## src/rtl/stol_pkg.sv

```systemverilog
// ----------------------------------------------------------------------------
// stol_pkg
// codes and shared types of the sample table offset lookup
// ----------------------------------------------------------------------------
package stol_pkg;

  localparam logic [1:0] FUNC_RUN   = 2'd0;
  localparam logic [1:0] FUNC_CHUNK = 2'd1;
  localparam logic [1:0] FUNC_SIZE  = 2'd2;
  localparam logic [1:0] FUNC_QUERY = 2'd3;

  localparam logic [1:0] ST_OK        = 2'd0;
  localparam logic [1:0] ST_NO_RUNS   = 2'd1;
  localparam logic [1:0] ST_BAD_CHUNK = 2'd2;
  localparam logic [1:0] ST_BAD_SIZE  = 2'd3;

  localparam logic [1:0] CFG_FIXED  = 2'd0;
  localparam logic [1:0] CFG_RUNS   = 2'd1;
  localparam logic [1:0] CFG_CHUNKS = 2'd2;
  localparam logic [1:0] CFG_SIZES  = 2'd3;

  typedef struct packed {
    logic [31:0] fixed_sample_size;
    logic [8:0]  run_count;
    logic [12:0] chunk_count;
    logic [14:0] size_count;
  } cfg_regs_t;

  typedef struct packed {
    logic [63:0] sample_offset;
    logic [31:0] sample_bytes;
    logic [1:0]  status;
  } result_t;

endpackage

```

## src/rtl/stol_if.sv

```systemverilog
// ----------------------------------------------------------------------------
// stol_if
// request, response and configuration channels
// ----------------------------------------------------------------------------
interface stol_in_if;
  logic        valid;
  logic        ready;
  logic [1:0]  func;
  logic [13:0] entry_index;
  logic [31:0] start_chunk;
  logic [31:0] chunk_samples;
  logic [63:0] chunk_offset;
  logic [31:0] entry_sample_size;
  logic [31:0] sample_number;
  modport source(output valid, func, entry_index, start_chunk, chunk_samples,
                 chunk_offset, entry_sample_size, sample_number, input ready);
  modport sink(input valid, func, entry_index, start_chunk, chunk_samples,
               chunk_offset, entry_sample_size, sample_number, output ready);
endinterface


```

## src/rtl/stol_front.sv

```systemverilog
// ----------------------------------------------------------------------------
// stol_front
// accepts request transactions, writes loads into the tables, queues queries
// ----------------------------------------------------------------------------
module stol_front #(
  parameter int RUN_DEPTH   = 256,
  parameter int CHUNK_DEPTH = 4096,
  parameter int SIZE_DEPTH  = 16384,
  parameter int RAW = (RUN_DEPTH > 1) ? $clog2(RUN_DEPTH) : 1,
  parameter int CAW = (CHUNK_DEPTH > 1) ? $clog2(CHUNK_DEPTH) : 1,
  parameter int SAW = (SIZE_DEPTH > 1) ? $clog2(SIZE_DEPTH) : 1
) (
  stol_in_if.sink      req,
  input  logic         q_empty,
  input  logic         q_full,
  input  logic         back_busy,
  output logic         push,
  output logic [31:0]  push_data,
  output logic         run_we,
  output logic [RAW-1:0] run_waddr,
  output logic [63:0]  run_wdata,
  output logic         chunk_we,
  output logic [CAW-1:0] chunk_waddr,
  output logic [63:0]  chunk_wdata,
  output logic         size_we,
  output logic [SAW-1:0] size_waddr,
  output logic [31:0]  size_wdata
);
  import stol_pkg::*;

  logic        acc;
  logic        quiet;
  logic [31:0] idx32;

  // loads wait until no query is pending, so queries see the tables in order
  assign quiet     = q_empty && !back_busy;
  assign req.ready = (req.func == FUNC_QUERY) ? !q_full : quiet;
  assign acc       = req.valid && req.ready;
  assign idx32     = 32'(req.entry_index);

  assign push      = acc && (req.func == FUNC_QUERY);
  assign push_data = req.sample_number;

  assign run_we    = acc && (req.func == FUNC_RUN) && (idx32 < 32'(RUN_DEPTH));
  assign run_waddr = idx32[RAW-1:0];
  assign run_wdata = {req.start_chunk, req.chunk_samples};

  assign chunk_we    = acc && (req.func == FUNC_CHUNK) && (idx32 < 32'(CHUNK_DEPTH));
  assign chunk_waddr = idx32[CAW-1:0];
  assign chunk_wdata = req.chunk_offset;

  assign size_we    = acc && (req.func == FUNC_SIZE) && (idx32 < 32'(SIZE_DEPTH));
  assign size_waddr = idx32[SAW-1:0];
  assign size_wdata = req.entry_sample_size;

endmodule

```

## src/flat_wrapper.sv

```systemverilog
// flat-port wrapper written by rule: the top's interface ports become plain ports
module stol_front_flat import stol_pkg::*;
#(
  parameter int RUN_DEPTH   = 256,
  parameter int CHUNK_DEPTH = 4096,
  parameter int SIZE_DEPTH  = 16384,
  parameter int RAW = (RUN_DEPTH > 1) ? $clog2(RUN_DEPTH) : 1,
  parameter int CAW = (CHUNK_DEPTH > 1) ? $clog2(CHUNK_DEPTH) : 1,
  parameter int SAW = (SIZE_DEPTH > 1) ? $clog2(SIZE_DEPTH) : 1
)
  (q_empty, q_full, back_busy, push, push_data, run_we, run_waddr, run_wdata, chunk_we, chunk_waddr, chunk_wdata, size_we, size_waddr, size_wdata, req_valid, req_func, req_entry_index, req_start_chunk, req_chunk_samples, req_chunk_offset, req_entry_sample_size, req_sample_number, req_ready);
  stol_in_if req_i ();
  input  logic q_empty;
  input  logic q_full;
  input  logic back_busy;
  output logic push;
  output logic [31:0] push_data;
  output logic run_we;
  output logic [RAW-1:0] run_waddr;
  output logic [63:0] run_wdata;
  output logic chunk_we;
  output logic [CAW-1:0] chunk_waddr;
  output logic [63:0] chunk_wdata;
  output logic size_we;
  output logic [SAW-1:0] size_waddr;
  output logic [31:0] size_wdata;
  input wire logic [$bits(req_i.valid)-1:0] req_valid;
  input wire logic [$bits(req_i.func)-1:0] req_func;
  input wire logic [$bits(req_i.entry_index)-1:0] req_entry_index;
  input wire logic [$bits(req_i.start_chunk)-1:0] req_start_chunk;
  input wire logic [$bits(req_i.chunk_samples)-1:0] req_chunk_samples;
  input wire logic [$bits(req_i.chunk_offset)-1:0] req_chunk_offset;
  input wire logic [$bits(req_i.entry_sample_size)-1:0] req_entry_sample_size;
  input wire logic [$bits(req_i.sample_number)-1:0] req_sample_number;
  output wire logic [$bits(req_i.ready)-1:0] req_ready;
  assign req_i.valid = req_valid;
  assign req_i.func = req_func;
  assign req_i.entry_index = req_entry_index;
  assign req_i.start_chunk = req_start_chunk;
  assign req_i.chunk_samples = req_chunk_samples;
  assign req_i.chunk_offset = req_chunk_offset;
  assign req_i.entry_sample_size = req_entry_sample_size;
  assign req_i.sample_number = req_sample_number;
  assign req_ready = req_i.ready;
  stol_front #(.RUN_DEPTH(RUN_DEPTH), .CHUNK_DEPTH(CHUNK_DEPTH), .SIZE_DEPTH(SIZE_DEPTH), .RAW(RAW), .CAW(CAW), .SAW(SAW)) u_core (.req(req_i), .q_empty(q_empty), .q_full(q_full), .back_busy(back_busy), .push(push), .push_data(push_data), .run_we(run_we), .run_waddr(run_waddr), .run_wdata(run_wdata), .chunk_we(chunk_we), .chunk_waddr(chunk_waddr), .chunk_wdata(chunk_wdata), .size_we(size_we), .size_waddr(size_waddr), .size_wdata(size_wdata));
endmodule
```

## config.mk

```make
export PLATFORM = sky130hd
export DESIGN_NAME = stol_front_flat
export DESIGN_NICKNAME = d
export VERILOG_FILES = /design/src/rtl/stol_pkg.sv /design/src/rtl/stol_if.sv /design/src/rtl/stol_front.sv /design/src/flat_wrapper.sv
export SDC_FILE = /design/constraint.sdc
export NUM_CORES = 1
export LEC_CHECK = 0
export BUFFER_PORTS_ARGS = -buffer_cell sky130_fd_sc_hd__buf_2
export CORE_AREA = 5 5 168 170
export DETAILED_ROUTE_END_ITERATION = 7
export DIE_AREA = 0 0 173 175
export PLACE_DENSITY = 0.39
export RECOVER_POWER = 25
export SYNTH_ARGS = -nofsm -noshare
export SYNTH_HDL_FRONTEND = slang
export SYNTH_SLANG_ARGS = --single-unit
```

## constraint.sdc

```tcl
create_clock -name vclk -period 1.7
set_input_delay 0.34 -clock vclk [all_inputs]
set_output_delay 0.34 -clock vclk [all_outputs]
set_load 0.05 [all_outputs]
```

==> qor.tcl <==
set qor(outcome) {finished clean}
set qor(critical_path_cell_by_cell) {buf_2 > or2_1 > and4bb_1 > buf_2}
set qor(dr.first_iter.drc_count) 4
set qor(ctsHoldBuffers) 0
set qor(totalWireLength_um) 5270
set qor(post_cts_resized) 0
set qor(viasPerCell) 1.47
set qor(power.ir.vdd_worst_mv) 0.0251
set qor(maxCapViolCount) 0
set qor(timing_hold_violations_final) 0
set qor(wl_per_cell_um) 13.9
set qor(power_leakage_nw) 0.153
set qor(synth_top_area_frac) 0.951
set qor(final_antenna_diode_count) 0
set qor(fin_ws_ns) 0.0679
set qor(post-synth-top-area-cell) {sky130_fd_sc_hd__buf_4}
set qor(flops_and_latches) 0
set qor(rsz0062_at_grt) {no}
set qor(die_area_um2) 30300
set qor(worstPathMaxFanout) 2
set qor(worst_hold_path.num_cells) 0
set qor(synthesis.area_um2) 1780
set qor(setup.worst_path.start_class) {input port}
set qor(relative_area_change_from_synthesis_to_final_layout_pct) -62.8
set qor(synthMostInstantiatedCell) {sky130_fd_sc_hd__buf_4}
set qor(number_of_global_route_vias_before_repair) 673
set qor(core_area_um2) 26600
set qor(floorplan.initialDensity) 0.0671
set qor(fin_crit_ns) 1.63
set qor(post-route-drc-count) 0
set qor(maxSlewHeadroom) 0.804
set qor(synth_nets) 449
set qor(first_pass_iteration_count_of_the_detailed_router) 2
set qor(tightestPinTransition_ns) 0.296
set qor(standard_cell_row_count) 60
set qor(setup.worst_path.class) {in -> out}
set qor(cp_slowest_stage_delay_ns) 0.29
set qor(post_cts_repair_timing_setup_buffer_count) 0
set qor(worst_hold_path_type) {in -> out}
set qor(fin_tns_setup_ns) 0
set qor(final.fill_count) 3206
set qor(cp.arrival_ns) 1.29
set qor(nets) 252
set qor(finalSetupViolations) 0
set qor(area_of_the_multi_input_gates_um2) 101
set qor(gp_routability_congestion) 0.561
set qor(hold_start) {req_chunk_samples[14]}
set qor(endpoint_kind) {output port}
set qor(syn-mean-instance-area_um2) 7.53
set qor(ys_top_cells_by_area) {sky130_fd_sc_hd__buf_4 (95%), sky130_fd_sc_hd__and4bb_1 (1.4%), sky130_fd_sc_hd__nor4_2 (0.70%)}
set qor(syn_inst) 237
set qor(initial_antenna_violation_count) 0
set qor(final_count_of_pins_violating_max_slew) 0
set qor(dp_worst_setup_slack_ns) 0.0335
set qor(floorplan.io_pins) 443
set qor(netlist-cell-type-count) 10
set qor(ys_warn_count) 0
set qor(timing.hold.worst_endpoint) {run_wdata[14]}
set qor(cell_repeated_most_along_the_worst_path) {sky130_fd_sc_hd__buf_2}
set qor(critical_path.slowest_cell) {sky130_fd_sc_hd__buf_2}
set qor(routed-via-count) 557
set qor(antenna_violating_nets_left) 0
set qor(grt_pass1_wl_um) 6250
set qor(grt_usage) 0.0300
set qor(clock_buffer_count) 0
set qor(fmaxAchievable_mhz) 613
set qor(timing.critical_path.required_ns) 1.36
set qor(ys_seq_area_frac) 0
set qor(min_period_over_period) 0.960
set qor(grt_overflow_total) 0
set qor(port_buffer_count) 27
set qor(fp.dieH_um) 175
set qor(synth.cells.most_frequent) {sky130_fd_sc_hd__buf_4 (226), sky130_fd_sc_hd__and4bb_1 (2), sky130_fd_sc_hd__nand2_1 (2)}
set qor(largest_net_degree_at_the_start_of_global_routing) 6
set qor(die-width_um) 173
set qor(area_of_all_sequential_standard_cells_um2) 0
set qor(power_per_cell_area_nw_per_um2) 160
set qor(layout-drive-gt1-share) 0.763
-- cell usage in the layout, fill, tap and decap left out --
cell | Yosys | routed
sky130_fd_sc_hd__or2_1 | 1 | 1
sky130_fd_sc_hd__nor3b_2 | 0 | 1
sky130_fd_sc_hd__and4bb_1 | 2 | 2
sky130_fd_sc_hd__and2_1 | 1 | 1
sky130_fd_sc_hd__mux2i_1 | 1 | 1
sky130_fd_sc_hd__nor4_4 | 0 | 1
sky130_fd_sc_hd__nor4_1 | 1 | 1
sky130_fd_sc_hd__nand2_1 | 2 | 2
sky130_fd_sc_hd__buf_2 | 0 | 27
sky130_fd_sc_hd__nand2b_1 | 1 | 1
-- worst max-delay path by stage --
| stage | start | endpoint | slack [ns] |
|---|---|---|---|
| 6_report | req_entry_index[12] | run_we | 0.07 |
| 5_1_grt | req_entry_index[11] | run_we | 0.006 |
| 4_1_cts | req_entry_index[12] | run_we | 0.03 |
| 3_5_place_dp | req_entry_index[12] | run_we | 0.03 |
| 3_3_place_gp | req_entry_index[12] | run_we | 0.05 |
| 2_1_floorplan | back_busy | req_ready | 0.02 |
-- cell type report --
cell class	count	share of cell area
Tap cell	341	0.643
Timing Repair Buffer	27	0.204
Multi-Input combinational cell	11	0.153
-- metal layers --
metal	part of all wire	track usage	vias up	wire, µm
met3	0.31	0.0398	106	1660
met1	0.055	0.00363	146	292
li1	-	-	97	-
met4	0.15	0.0422	0	789
met5	0	0	-	0
met2	0.48	0.0530	208	2530
-- critical path, delay by kind of cell --
family                 cells  cell delay, ns
AND/OR/NAND/NOR            2            0.55
buffers and inverters      2            0.39
-- cells by family (layout without fill, tap and decap cells) --
family        count (synthesis)  after routing  synth area share
mux                           1              1           0.00561
buf+inv                     226             27             0.951
simple gates                 10             10            0.0435
-- power breakdown --
| group | internal (mW) | switching (mW) | leakage [nW] |
|---|---|---|---|
| clock network | 0 | 0 | 0 |
| registers | 0 | 0 | 0 |
| logic | 0.0261 | 0.0799 | 0.153 |
-- stage by stage --
stage / cell area (µm²) / util / power, mW / hold slack [ns] / cells
global placement: 663 / 0.0250 / 0.109 / 0.680 / 379
global route: 663 / 0.0250 / 0.112 / 0.680 / 379
floorplan: 1800 / - / 1.46 / 0.747 / 237
detailed placement: 663 / 0.0250 / 0.108 / 0.680 / 379
finish: 663 / 0.0250 / 0.106 / 0.680 / 379
CTS: 663 / 0.0250 / 0.109 / 0.680 / 379
(Power assumes the default switching activity.)
