$ cat config.mk
export PLATFORM = sky130hd
export DESIGN_NAME = stol_queue
export DESIGN_NICKNAME = d
export VERILOG_FILES = /design/src/rtl/stol_queue.sv
export SDC_FILE = /design/constraint.sdc
export NUM_CORES = 1
export LEC_CHECK = 0
export BUFFER_PORTS_ARGS = -buffer_cell sky130_fd_sc_hd__buf_2
export CAP_MARGIN = 20
export CORE_MARGIN = 1
export CORE_UTILIZATION = 51
export DETAILED_ROUTE_END_ITERATION = 16
export GPL_ROUTABILITY_DRIVEN = 0
export GPL_TIMING_DRIVEN = 0
export MAX_ROUTING_LAYER = met4
export PLACE_DENSITY = 0.77
export SLEW_MARGIN = 20
export SYNTH_ARGS = -nofsm -noshare
export SYNTH_HDL_FRONTEND = slang
export SYNTH_SLANG_ARGS = --single-unit
$ cat constraint.sdc
create_clock -name clk -period 4.7 [get_ports clk]
set_clock_uncertainty 0.15 [all_clocks]
set_input_delay 0.94 -clock clk [delete_from_list [all_inputs] [get_ports clk]]
set_output_delay 0.94 -clock clk [all_outputs]
set_load 0.01 [all_outputs]
$ cat src/rtl/stol_queue.sv
// ----------------------------------------------------------------------------
// stol_queue
// short fifo of pending query sample numbers
// ----------------------------------------------------------------------------
module stol_queue #(
  parameter int WIDTH = 32,
  parameter int DEPTH = 2
) (
  input  logic             clk,
  input  logic             rst,
  input  logic             push,
  input  logic [WIDTH-1:0] push_data,
  input  logic             pop,
  output logic [WIDTH-1:0] pop_data,
  output logic             empty,
  output logic             full
);

  localparam int AW = (DEPTH > 1) ? $clog2(DEPTH) : 1;
  localparam int CW = $clog2(DEPTH + 1);

  logic [WIDTH-1:0] mem [DEPTH];
  logic [AW-1:0]    wr_ptr;
  logic [AW-1:0]    rd_ptr;
  logic [CW-1:0]    count;

  assign empty    = (count == '0);
  assign full     = (count == CW'(DEPTH));
  assign pop_data = mem[rd_ptr];

  always_ff @(posedge clk) begin
    if (rst) begin
      wr_ptr <= '0;
      rd_ptr <= '0;
      count  <= '0;
    end else begin
      if (push) begin
        mem[wr_ptr] <= push_data;
        wr_ptr <= (wr_ptr == AW'(DEPTH - 1)) ? '0 : wr_ptr + AW'(1);
      end
      if (pop) begin
        rd_ptr <= (rd_ptr == AW'(DEPTH - 1)) ? '0 : rd_ptr + AW'(1);
      end
      if (push && !pop) begin
        count <= count + CW'(1);
      end else if (pop && !push) begin
        count <= count - CW'(1);
      end
    end
  end

endmodule

==> results of run 1 <==
[state kept, by name, indices dropped and copies added (netlist names), named ones only]
signal  flops
wr_ptr      1
count       2
rd_ptr      1
mem        64
[logic make-up after synthesis]
family	synth area share [%]
mux	14.3
flops	80.2
buf+inv	1.24
xor+xnor	1.39
simple gates	1.99
compound gates	0.397
fa+ha+maj	0.496
[cells in the mapped netlist (all sizes together)]
cell type,n,area (µm²)
edfxtp,64,1920
ha,1,12.5
or3,1,6.26
xnor2,2,17.5
buf,3,22.5
o21ai,1,5.00
inv,1,3.75
and2b,1,8.76
nor2,5,18.8
clkbuf,1,5.00
nor3b,1,7.51
xor2,2,17.5
dfxtp,5,100
and3b,1,8.76
a21oi,1,5.00
mux2,32,360
[per-layer routing]
metal / wire length (µm) / vias up
li1: - / 637
met1: 1680 / 670
met2: 2370 / 37
met3: 178 / 6
met4: 67 / 0
met5: 0 / -
[per-stage QoR]
stage,power [mW],hold slack (ps),TNS (ps),utilization (%)
after floorplan,0.798,311,0,-
after global placement,0.849,327,-12730,62.1
after detailed placement,0.859,357,0,62.7
after CTS,1.35,371,0,67.0
after global routing,1.39,392,0,67.0
final,1.34,370,0,67.0
[power by group through the flow]
stage	Combinational, mW	Clock [mW]	Sequential (mW)
3_5_place_dp	0.135	0	0.724
2_1_floorplan	0.0776	0	0.721
6_report	0.134	0.497	0.709
4_1_cts	0.136	0.505	0.710
5_1_grt	0.145	0.530	0.711
3_3_place_gp	0.127	0	0.722
[worst max path at each step]
| stage | from | slack [ps] | end | cells after the start |
|---|---|---|---|---|
| CTS | flop | 2090 | pop_data[30] | 4 |
| detailed placement | rst | 2300 | mem[1][29] | 2 |
| floorplan | rst | 770 | mem[0][0] | 1 |
| global placement | rst | -400 | mem[0][19] | 2 |
| global route | flop | 2030 | pop_data[10] | 4 |
| finish | flop | 2120 | pop_data[30] | 4 |
[final cells by class]
type	count	area [µm²]	share of cell area, %
clock inverters	5	75.1	2.36
plain buffers	4	27.5	0.864
well taps	67	83.8	2.63
clock buffers	11	131	4.12
flip-flops and latches	69	2020	63.5
repair buffers	72	368	11.5
multi-input cells	48	474	14.9
inverters	1	3.75	0.118
==> metrics.yaml, run 1 <==
syn_nets: 159
antenna_found_initial: 0
vias: 1350
areaGrowthSynthToFinish_pct: 26.4
coreArea_um2: 4750
max_freq_ghz: 0.387
use_met3_pct: 5.69
ant_nets: 0
drv_cap: 0
boundaryPins: 70
clock_latency_ps: 330
grt_max_degree: 33
fp.dieW_um: 72.3
numCtsBuffers: 9
ys.warnings.count: 0
hp-start: "count[1]"
ys_seq_area_share_pct: 80.2
dieHeight_um: 72.3
row_count: 25
cts.sinks: 69
rsz0062_at_grt: "no"
use_met1_pct: 19.1
worstHoldEndpoint: "count[1]"
cp_max_fo: 10
cp-start-kind: "flop"
final_common_cell: "buf_2"
first_pass_iters: 4
cp_top_family: "buffers and inverters"
seqPwrFrac_pct: 52.9
critPathRequiredTime_ps: 3610
clockPowerShare_pct: 37.1
crit_arrival_ps: 1490
cts-hold-fix-buffers: 0
power.leakage_nw: 1.22
overflow: 0
fin_crit_ps: 2580
cts_tree: "done"
clockBufferDepth: 2
ys_ff_latch: 69
power_switching_mw: 0.277
grt_pass1_wl_mm: 6.28
drt_iter0_drc: 61
maxSlewHeadroom_pct: 50.7
slowest_stage: "mux2_2"
path_clk_slew_ps: 70
finalSetupViolations: 0
cts_setup_buffers: 0
nNetsFinal: 242
synth_area_per_cell_um2: 20.7
switching_share_pct: 20.6
place_ws_ps: 2300
htree_levels: 3
route.detailed.drc: 0
crit_type: "flop to output pin"
dp_hpwl_mm: 3.03
synthCells: 122
final-max-slew-violation-count: 0
dpl_cell_area_um2: 2980
met2_usage_pct: 29.5
grt.busiest_layer: "met2"
power_density_nw_per_um2: 421
final_cell_area_um2: 3190
crit_path_end_kind: "output pin"
ys_types: 17
wl_per_cell_um: 15.5
path_cells: "clkbuf_2 > buf_4 > mux2_2 > buf_2"
die-area_um2: 5230
drive_gt1_share_pct: 58.6
drt_wl_total_mm: 4.29
ir_worst_vdd_v: 0.000272
fin_ws_ps: 2120
reg2reg_depth: 1
comb_power_share_pct: 10.0
clockRootBuffer: "clkbuf_8"
final_cells: 277
initial_core_util_pct: 53.0
whs_path_depth: 2
placedCellCount: 261
intPower_mw: 1.06
crit-reg2reg-capture: "mem[1][20]"
track_usage_pct: 17.9
crit_buf_inv: 3
cts-resized-gates: 0
worst_pin_slew_ps: 739
hold_class: "flop to flop"
nFillCells: 350
syn_area_um2: 2520
status: "complete, no violations"
r2r-start: "wr_ptr"
drt-vias-per-instance: 4.87
grt_pass1_vias: 1344
portBuffers: 69
fin_crit_sh_pct: 54.9
layout_common_cells: "buf_2 (69), edfxtp_1 (64), mux2_2 (30), clkbuf_8 (9), buf_4 (6)"
antennaDiodeCount: 0
cpPeakStageDelay_ps: 360
r2r_setup_slack_ps: 3060
hold_viol: 0
Note: power is estimated with default switching activity, not from simulation.
==> run 2, diff against run 1 <==
--- a/config.mk
+++ b/config.mk
@@ -5,15 +5,16 @@
 export SDC_FILE = /design/constraint.sdc
 export NUM_CORES = 1
 export LEC_CHECK = 0
+export ABC_AREA = 1
 export BUFFER_PORTS_ARGS = -buffer_cell sky130_fd_sc_hd__buf_2
 export CAP_MARGIN = 20
 export CORE_MARGIN = 1
-export CORE_UTILIZATION = 51
+export CORE_UTILIZATION = 47
 export DETAILED_ROUTE_END_ITERATION = 16
 export GPL_ROUTABILITY_DRIVEN = 0
 export GPL_TIMING_DRIVEN = 0
 export MAX_ROUTING_LAYER = met4
-export PLACE_DENSITY = 0.77
+export PLACE_DENSITY = 0.74
 export SLEW_MARGIN = 20
 export SYNTH_ARGS = -nofsm -noshare
 export SYNTH_HDL_FRONTEND = slang
==> constraint.sdc (replaced) <==
create_clock -name clk -period 2.3 [get_ports clk]
set_clock_uncertainty 0.15 [all_clocks]
set_input_delay 0.46 -clock clk [delete_from_list [all_inputs] [get_ports clk]]
set_output_delay 0.46 -clock clk [all_outputs]
set_load 0.01 [all_outputs]
==> run 2 against run 1 <==
Net effect:
- worst setup slack worse by 1800 ps
- core utilization decreased by 6.2 points
- cell count increased by 5.8%
- critical path depth unchanged
- clock power rose by 55%
- via count rose by 1.3%
- first-iteration DRC count increased by 13%
- critical path type unchanged
- die area grew 16%
- global-route usage fell by 2.9 points
- flip-flop and latch count unchanged
==> metrics.yaml, run 2 <==
boundaryPins: 70  # unchanged
cts.sinks: 69  # unchanged
r2r_setup_slack_ps: 790  # -2270 ps
cts_tree: "done"
synth_top_family_by_area: "multiplexers"
hold_class: "primary input to flop"
syn_area_um2: 2700  # +7.0%
power.leakage_nw: 1.35  # +11%
power_switching_mw: 0.549  # +98%
drive_gt1_share_pct: 54.8  # -3.8 points
ys_ff_latch: 69  # unchanged
place_ws_ps: 539  # -1760 ps
cts-resized-gates: 0  # unchanged
crit-reg2reg-capture: "mem[1][23]"
drt_iter0_drc: 69  # +13%
numCtsBuffers: 9  # unchanged
layout_common_cells: "buf_2 (69), edfxtp_1 (64), mux2_4 (30), inv_1 (9), clkbuf_8 (9)"
dp_hpwl_mm: 2.74  # -9.5%
cp_max_fo: 10  # unchanged
vias: 1368  # +1.3%
synthAdderAreaFrac_pct: 0.464  # -0.032 points
synth_top_area_share_pct: 71.2  # -5.0 points
reg2reg_depth: 4  # +3
r2r-start: "wr_ptr"
critPathRequiredTime_ps: 1690  # -1920 ps
grt.busiest_layer: "met2"
cp_top_family: "buffers and inverters"
areaGrowthSynthToFinish_pct: 24.2
fin_ws_ps: 314  # -1810 ps
ys_types: 16  # -1
use_met3_pct: 4.47  # -1.2 points
final_cell_area_um2: 3350  # +5.2%
path_cells: "buf_6 > buf_12 > mux2_4 > buf_2"
worstHoldEndpoint: "mem[0][20]"
crit_buf_inv: 3  # unchanged
drt-vias-per-instance: 4.67  # -4.2%
wl_per_cell_um: 13.6  # -12%
cts-hold-fix-buffers: 0  # unchanged
async_flop_share_pct: 0  # unchanged
holdWs_ps: 168  # -202 ps
clock_latency_ps: 330  # about the same
power_density_nw_per_um2: 754  # +79%
synth_compound_area_share_pct: 0.557  # +0.16 points
synth.most_common_cell: "edfxtp_1"
fin_total_pwr_mw: 2.53  # +88%
cpPeakStageDelay_ps: 320  # -40 ps
clockPowerShare_pct: 30.4  # -6.7 points
antenna_found_initial: 0  # unchanged
comb_power_share_pct: 12.7  # +2.7 points
status: "complete, no violations"
ir_worst_vdd_v: 0.000400  # +47%
drt_wl_total_mm: 3.98  # -7.3%
fin_crit_sh_pct: 86.4
grt_pass1_vias: 1402  # +4.3%
track_usage_pct: 15.0  # -2.9 points
cp-start-kind: "flop"
hold_viol: 0  # unchanged
cts_setup_buffers: 0  # unchanged
fp.dieW_um: 77.8  # +7.5%
synth_xor_area_share_pct: 0.325  # -1.1 points
met2_usage_pct: 24.2  # -5.2 points
overflow: 0  # unchanged
rsz0062_at_grt: "no"
clockBufferDepth: 2  # unchanged
top_register: "mem"
die-area_um2: 6050  # +16%
synth.largest_area_cell: "edfxtp_1"
path_clk_slew_ps: 70  # about the same
maxSlewHeadroom_pct: 82.6  # +32 points
final_util_pct: 60.8  # -6.2 points
grt_max_degree: 27  # -18%
synthMuxAreaShare_pct: 17.5  # +3.2 points
ys_seq_area_share_pct: 75.0  # -5.2 points
ant_nets: 0  # unchanged
slowest_stage: "dfxtp_1"
crit_arrival_ps: 1380  # -110 ps
fin_crit_ps: 1990
htree_levels: 3  # unchanged
intPower_mw: 1.98  # +86%
yosys_most_used_dff: "edfxtp_1"
worst_pin_slew_ps: 260  # -479 ps
finalSetupViolations: 0  # unchanged
initial_core_util_pct: 49.0  # -4.0 points
ys.warnings.count: 0  # unchanged
reg.largest.list: "mem: 64 flops, count: 2 flops"
clockRootBuffer: "clkbuf_8"
row_count: 27  # +8.0%
largest_reg_flops: 64  # unchanged
antennaDiodeCount: 0  # unchanged
whs_path_depth: 1  # -1
nFillCells: 425  # +21%
max_freq_ghz: 0.503
first_pass_iters: 4  # unchanged
seqPwrFrac_pct: 56.9  # +4.0 points
final_common_cell: "buf_2"
grt_pass1_wl_mm: 6.31  # +0.43%
coreArea_um2: 5510  # +16%
route.detailed.drc: 0  # unchanged
final-max-slew-violation-count: 0  # unchanged
synth_area_leaders: "edfxtp_1 (71%), mux2_4 (17%), dfxtp_1 (3.7%), buf_12 (2.2%), inv_1 (1.3%)"
syn_nets: 171  # +7.5%
drv_cap: 0  # unchanged
hp-start: "push_data[20]"
switching_share_pct: 21.7  # +1.1 points
dieHeight_um: 77.8  # +7.5%
synth_edf_count: 64  # unchanged
crit_path_end_kind: "output pin"
yosys.area_share.simple_pct: 2.27  # +0.29 points
synth_area_per_cell_um2: 20.1  # -2.6%
use_met1_pct: 16.1  # -3.1 points
crit_type: "flop to output pin"
synth_common_cells: "edfxtp_1 (64), mux2_4 (30), inv_1 (9)"
nNetsFinal: 254  # +5.0%
synthCells: 134  # +9.8%
portBuffers: 69  # unchanged
dpl_cell_area_um2: 3200  # +7.5%
run 2: layer usage:
layer / share of wire [%] / vias to the layer above
li1: - / 665
met1: 41 / 652
met5: 0 / -
met3: 4.4 / 12
met4: 2.8 / 0
met2: 52 / 39
run 2: power by group through the flow:
stage                     Combinational [mW]  Clock [mW]  Sequential [mW]
after floorplan                        0.209           0             1.46
after global placement                 0.313           0             1.46
after detailed placement               0.327           0             1.46
after CTS                              0.328       0.798             1.44
after global routing                   0.348       0.832             1.44
final                                  0.321       0.768             1.44
run 2: metrics by stage:
stage	cells	TNS, ps
floorplan	134	0
global placement	275	-10250
global route	293	0
CTS	293	0
detailed placement	278	0
finish	293	0
run 2: worst max path at each step:
| stage | cells past startpoint | slack, ps | startpoint | end |
|---|---|---|---|---|
| floorplan | 2 | 380 | push | mem[0][0] |
| finish | 4 | 310 | flop | pop_data[22] |
| detailed placement | 4 | 540 | rst | mem[1][31] |
| global placement | 3 | -220 | push | mem[0][21] |
| global route | 4 | 240 | flop | pop_data[22] |
| CTS | 4 | 290 | flop | pop_data[23] |
run 2: worst register-to-register path, stage by stage, from the launching register on:
cell	delay, ps
dfxtp_1	340
inv_1	80
nor3_4	240
buf_8	210
buf_8	200
run 2: cell families after synthesis:
kind of cell    after synthesis
flops                        69
mux                          32
simple gates                 15
buf+inv                      13
compound gates                3
xor+xnor                      1
fa+ha+maj                     1
run 2: area by class of cell:
| class | instances | area, µm² | share of cell area, % |
|---|---|---|---|
| buffer | 4 | 71.3 | 2.13 |
| tap | 72 | 90.1 | 2.69 |
| clock buffer | 12 | 135 | 4.03 |
| clock inverter | 3 | 13.8 | 0.411 |
| inverter | 9 | 33.8 | 1.01 |
| timing repair buffer | 72 | 395 | 11.8 |
| multi-input combinational | 52 | 589 | 17.6 |
| sequential | 69 | 2020 | 60.3 |
==> run 3, diff against run 2 <==
--- a/config.mk
+++ b/config.mk
@@ -9,12 +9,12 @@
 export BUFFER_PORTS_ARGS = -buffer_cell sky130_fd_sc_hd__buf_2
 export CAP_MARGIN = 20
 export CORE_MARGIN = 1
-export CORE_UTILIZATION = 47
+export CORE_UTILIZATION = 52
 export DETAILED_ROUTE_END_ITERATION = 16
 export GPL_ROUTABILITY_DRIVEN = 0
 export GPL_TIMING_DRIVEN = 0
 export MAX_ROUTING_LAYER = met4
-export PLACE_DENSITY = 0.74
+export PLACE_DENSITY = 0.79
 export SLEW_MARGIN = 20
 export SYNTH_ARGS = -nofsm -noshare
 export SYNTH_HDL_FRONTEND = slang
==> constraint.sdc (replaced) <==
create_clock -name clk -period 2.01 [get_ports clk]
set_clock_uncertainty 0.15 [all_clocks]
set_input_delay 0.402 -clock clk [delete_from_list [all_inputs] [get_ports clk]]
set_output_delay 0.402 -clock clk [all_outputs]
set_load 0.01 [all_outputs]
==> run 3 against run 2 <==
Net effect:
- first-iteration DRC count decreased by 5.8%
- cell count decreased by 2.0%
- critical path depth unchanged
- hold slack got worse by 58 ps
- die area decreased by 9.4%
- clock power increased by 30%
- global-route usage increased by 2.3 points
- non-clock buffer count unchanged
- via count increased by 2.3%
- wire length increased by 7.5%
- register-to-register slack got worse by 390 ps
- sequential share of layout area decreased by 0.34 points
- critical path type unchanged
==> metrics.yaml, run 3 (synthesis gave the netlist of run 2 again) <==
largest_reg_flops: 64  # unchanged
regArea_um2: 2020  # unchanged
areaGrowthSynthToFinish_pct: 24.9
coreArea_um2: 4850  # -12%
drt-vias-per-instance: 4.87  # +4.4%
hold_viol: 0  # unchanged
fin_total_pwr_mw: 3.02  # +19%
crit_arrival_ps: 1390  # about the same
clockRootBuffer: "clkbuf_8"
fin_crit_sh_pct: 96.4
track_usage_pct: 17.3  # +2.3 points
grt_pass1_wl_mm: 6.36  # +0.87%
drt_iter0_drc: 65  # -5.8%
overflow: 0  # unchanged
dieHeight_um: 74.0  # -4.8%
numCtsBuffers: 9  # unchanged
top_register: "mem"
seqPwrFrac_pct: 54.5  # -2.4 points
row_count: 25  # -7.4%
portBuffers: 69  # unchanged
drt_wl_total_mm: 4.27  # +7.5%
path_clk_slew_ps: 70  # about the same
grt_pass1_vias: 1360  # -3.0%
hold_class: "primary input to flop"
vias: 1399  # +2.3%
boundaryPins: 70  # unchanged
maxSlewHeadroom_pct: 59.3  # -23 points
fp.dieW_um: 74.0  # -4.8%
power_density_nw_per_um2: 895  # +19%
initial_core_util_pct: 55.6  # +6.6 points
max_freq_ghz: 0.516
wl_per_cell_um: 14.9  # +9.8%
reg.largest.list: "mem: 64 flops, count: 2 flops"
clockBufferDepth: 2  # unchanged
final_cell_area_um2: 3370  # +0.56%
grt_max_degree: 23  # -15%
finalSetupViolations: 0  # unchanged
drv_cap: 0  # unchanged
cts-resized-gates: 0  # unchanged
fin_ws_ps: 72.9  # -241 ps
route.detailed.drc: 0  # unchanged
first_pass_iters: 4  # unchanged
power.leakage_nw: 1.37  # +0.83%
layout_common_cells: "buf_2 (69), edfxtp_1 (64), mux2_4 (30), inv_1 (9), clkbuf_8 (9)"
cp-start-kind: "flop"
intPower_mw: 2.38  # +21%
cts.sinks: 69  # unchanged
drive_gt1_share_pct: 55.0  # +0.25 points
ant_nets: 0  # unchanged
tns_ps: 0  # unchanged
dp_hpwl_mm: 3.14  # +15%
nNetsFinal: 254  # unchanged
final_common_cell: "buf_2"
place_ws_ps: 180  # -359 ps
r2r_setup_slack_ps: 400  # -390 ps
worst_pin_slew_ps: 609  # +349 ps
htree_levels: 3  # unchanged
antenna_found_initial: 0  # unchanged
clock_latency_ps: 320  # about the same
cts_tree: "done"
comb_power_share_pct: 12.4  # -0.3 points
power_switching_mw: 0.632  # +15%
rsz0062_at_grt: "no"
critPathRequiredTime_ps: 1460  # -230 ps
status: "complete, no violations"
crit_path_end_kind: "output pin"
final_util_pct: 69.5  # +8.6 points
nFillCells: 312  # -27%
fin_crit_ps: 1940
clockPowerShare_pct: 33.1  # +2.7 points
crit_type: "flop to output pin"
die-area_um2: 5480  # -9.4%
cp_max_fo: 10  # unchanged
cts-hold-fix-buffers: 0  # unchanged
dpl_cell_area_um2: 3200  # about the same
ir_worst_vdd_v: 0.000554  # +38%
final-max-slew-violation-count: 0  # unchanged
multi_input_area_um2: 589  # unchanged
antennaDiodeCount: 0  # unchanged
cts_setup_buffers: 0  # unchanged
switching_share_pct: 20.9  # -0.79 points
==> run 3: cell count changes in the layout (fill, tap and decap cells not counted), sizes merged <==
cell,delta
bufinv,+1
clkbuf,-1
clkinv,-1
==> run 3: power groups by stage <==
stage	clock, mW	combinational, mW	sequential (mW)
floorplan	0	0.239	1.67
global placement	0	0.353	1.67
detailed placement	0	0.380	1.68
CTS	1.02	0.380	1.65
global route	1.09	0.404	1.65
finish	0.997	0.374	1.65
==> run 3: critical path: stages, from the launching register on <==
cell     delay [ps]
dfxtp_1         320
buf_6           140
buf_12          150
mux2_4          300
buf_2           140
==> run 3: metal layers <==
metal	vias to the layer above	part of all wire, %	GRT usage [%]
met3	10	4.7	5.42
met5	-	0	-
met1	677	41	19.6
li1	665	-	-
met2	47	52	26.8
met4	0	2.2	10.5
==> run 3: final timing paths <==
check | from | endpoint | depth (start not counted)
setup / recovery | flop | pop_data[19] | 4
hold / removal | push_data[17] | mem[0][17] | 1
setup reg to reg | wr_ptr | mem[1][2] | 3
hold reg to reg | wr_ptr | wr_ptr | 2
==> run 3: area by class of cell <==
| cell class | count | share of cell area, % |
|---|---|---|
| repair buffers | 72 | 11.8 |
| flip-flops and latches | 69 | 60.0 |
| multi-input cells | 52 | 17.5 |
| clock buffers | 11 | 3.90 |
| well taps | 67 | 2.49 |
| inverters | 9 | 1.00 |
| clock inverters | 3 | 1.15 |
| plain buffers | 4 | 2.12 |
==> run 3: through the flow <==
step                      hold slack (ps)  std cells
after global routing                 92.4        287
after detailed placement              307        273
final                                 110        287
after global placement                300        270
after floorplan                       288        134
after CTS                             101        287
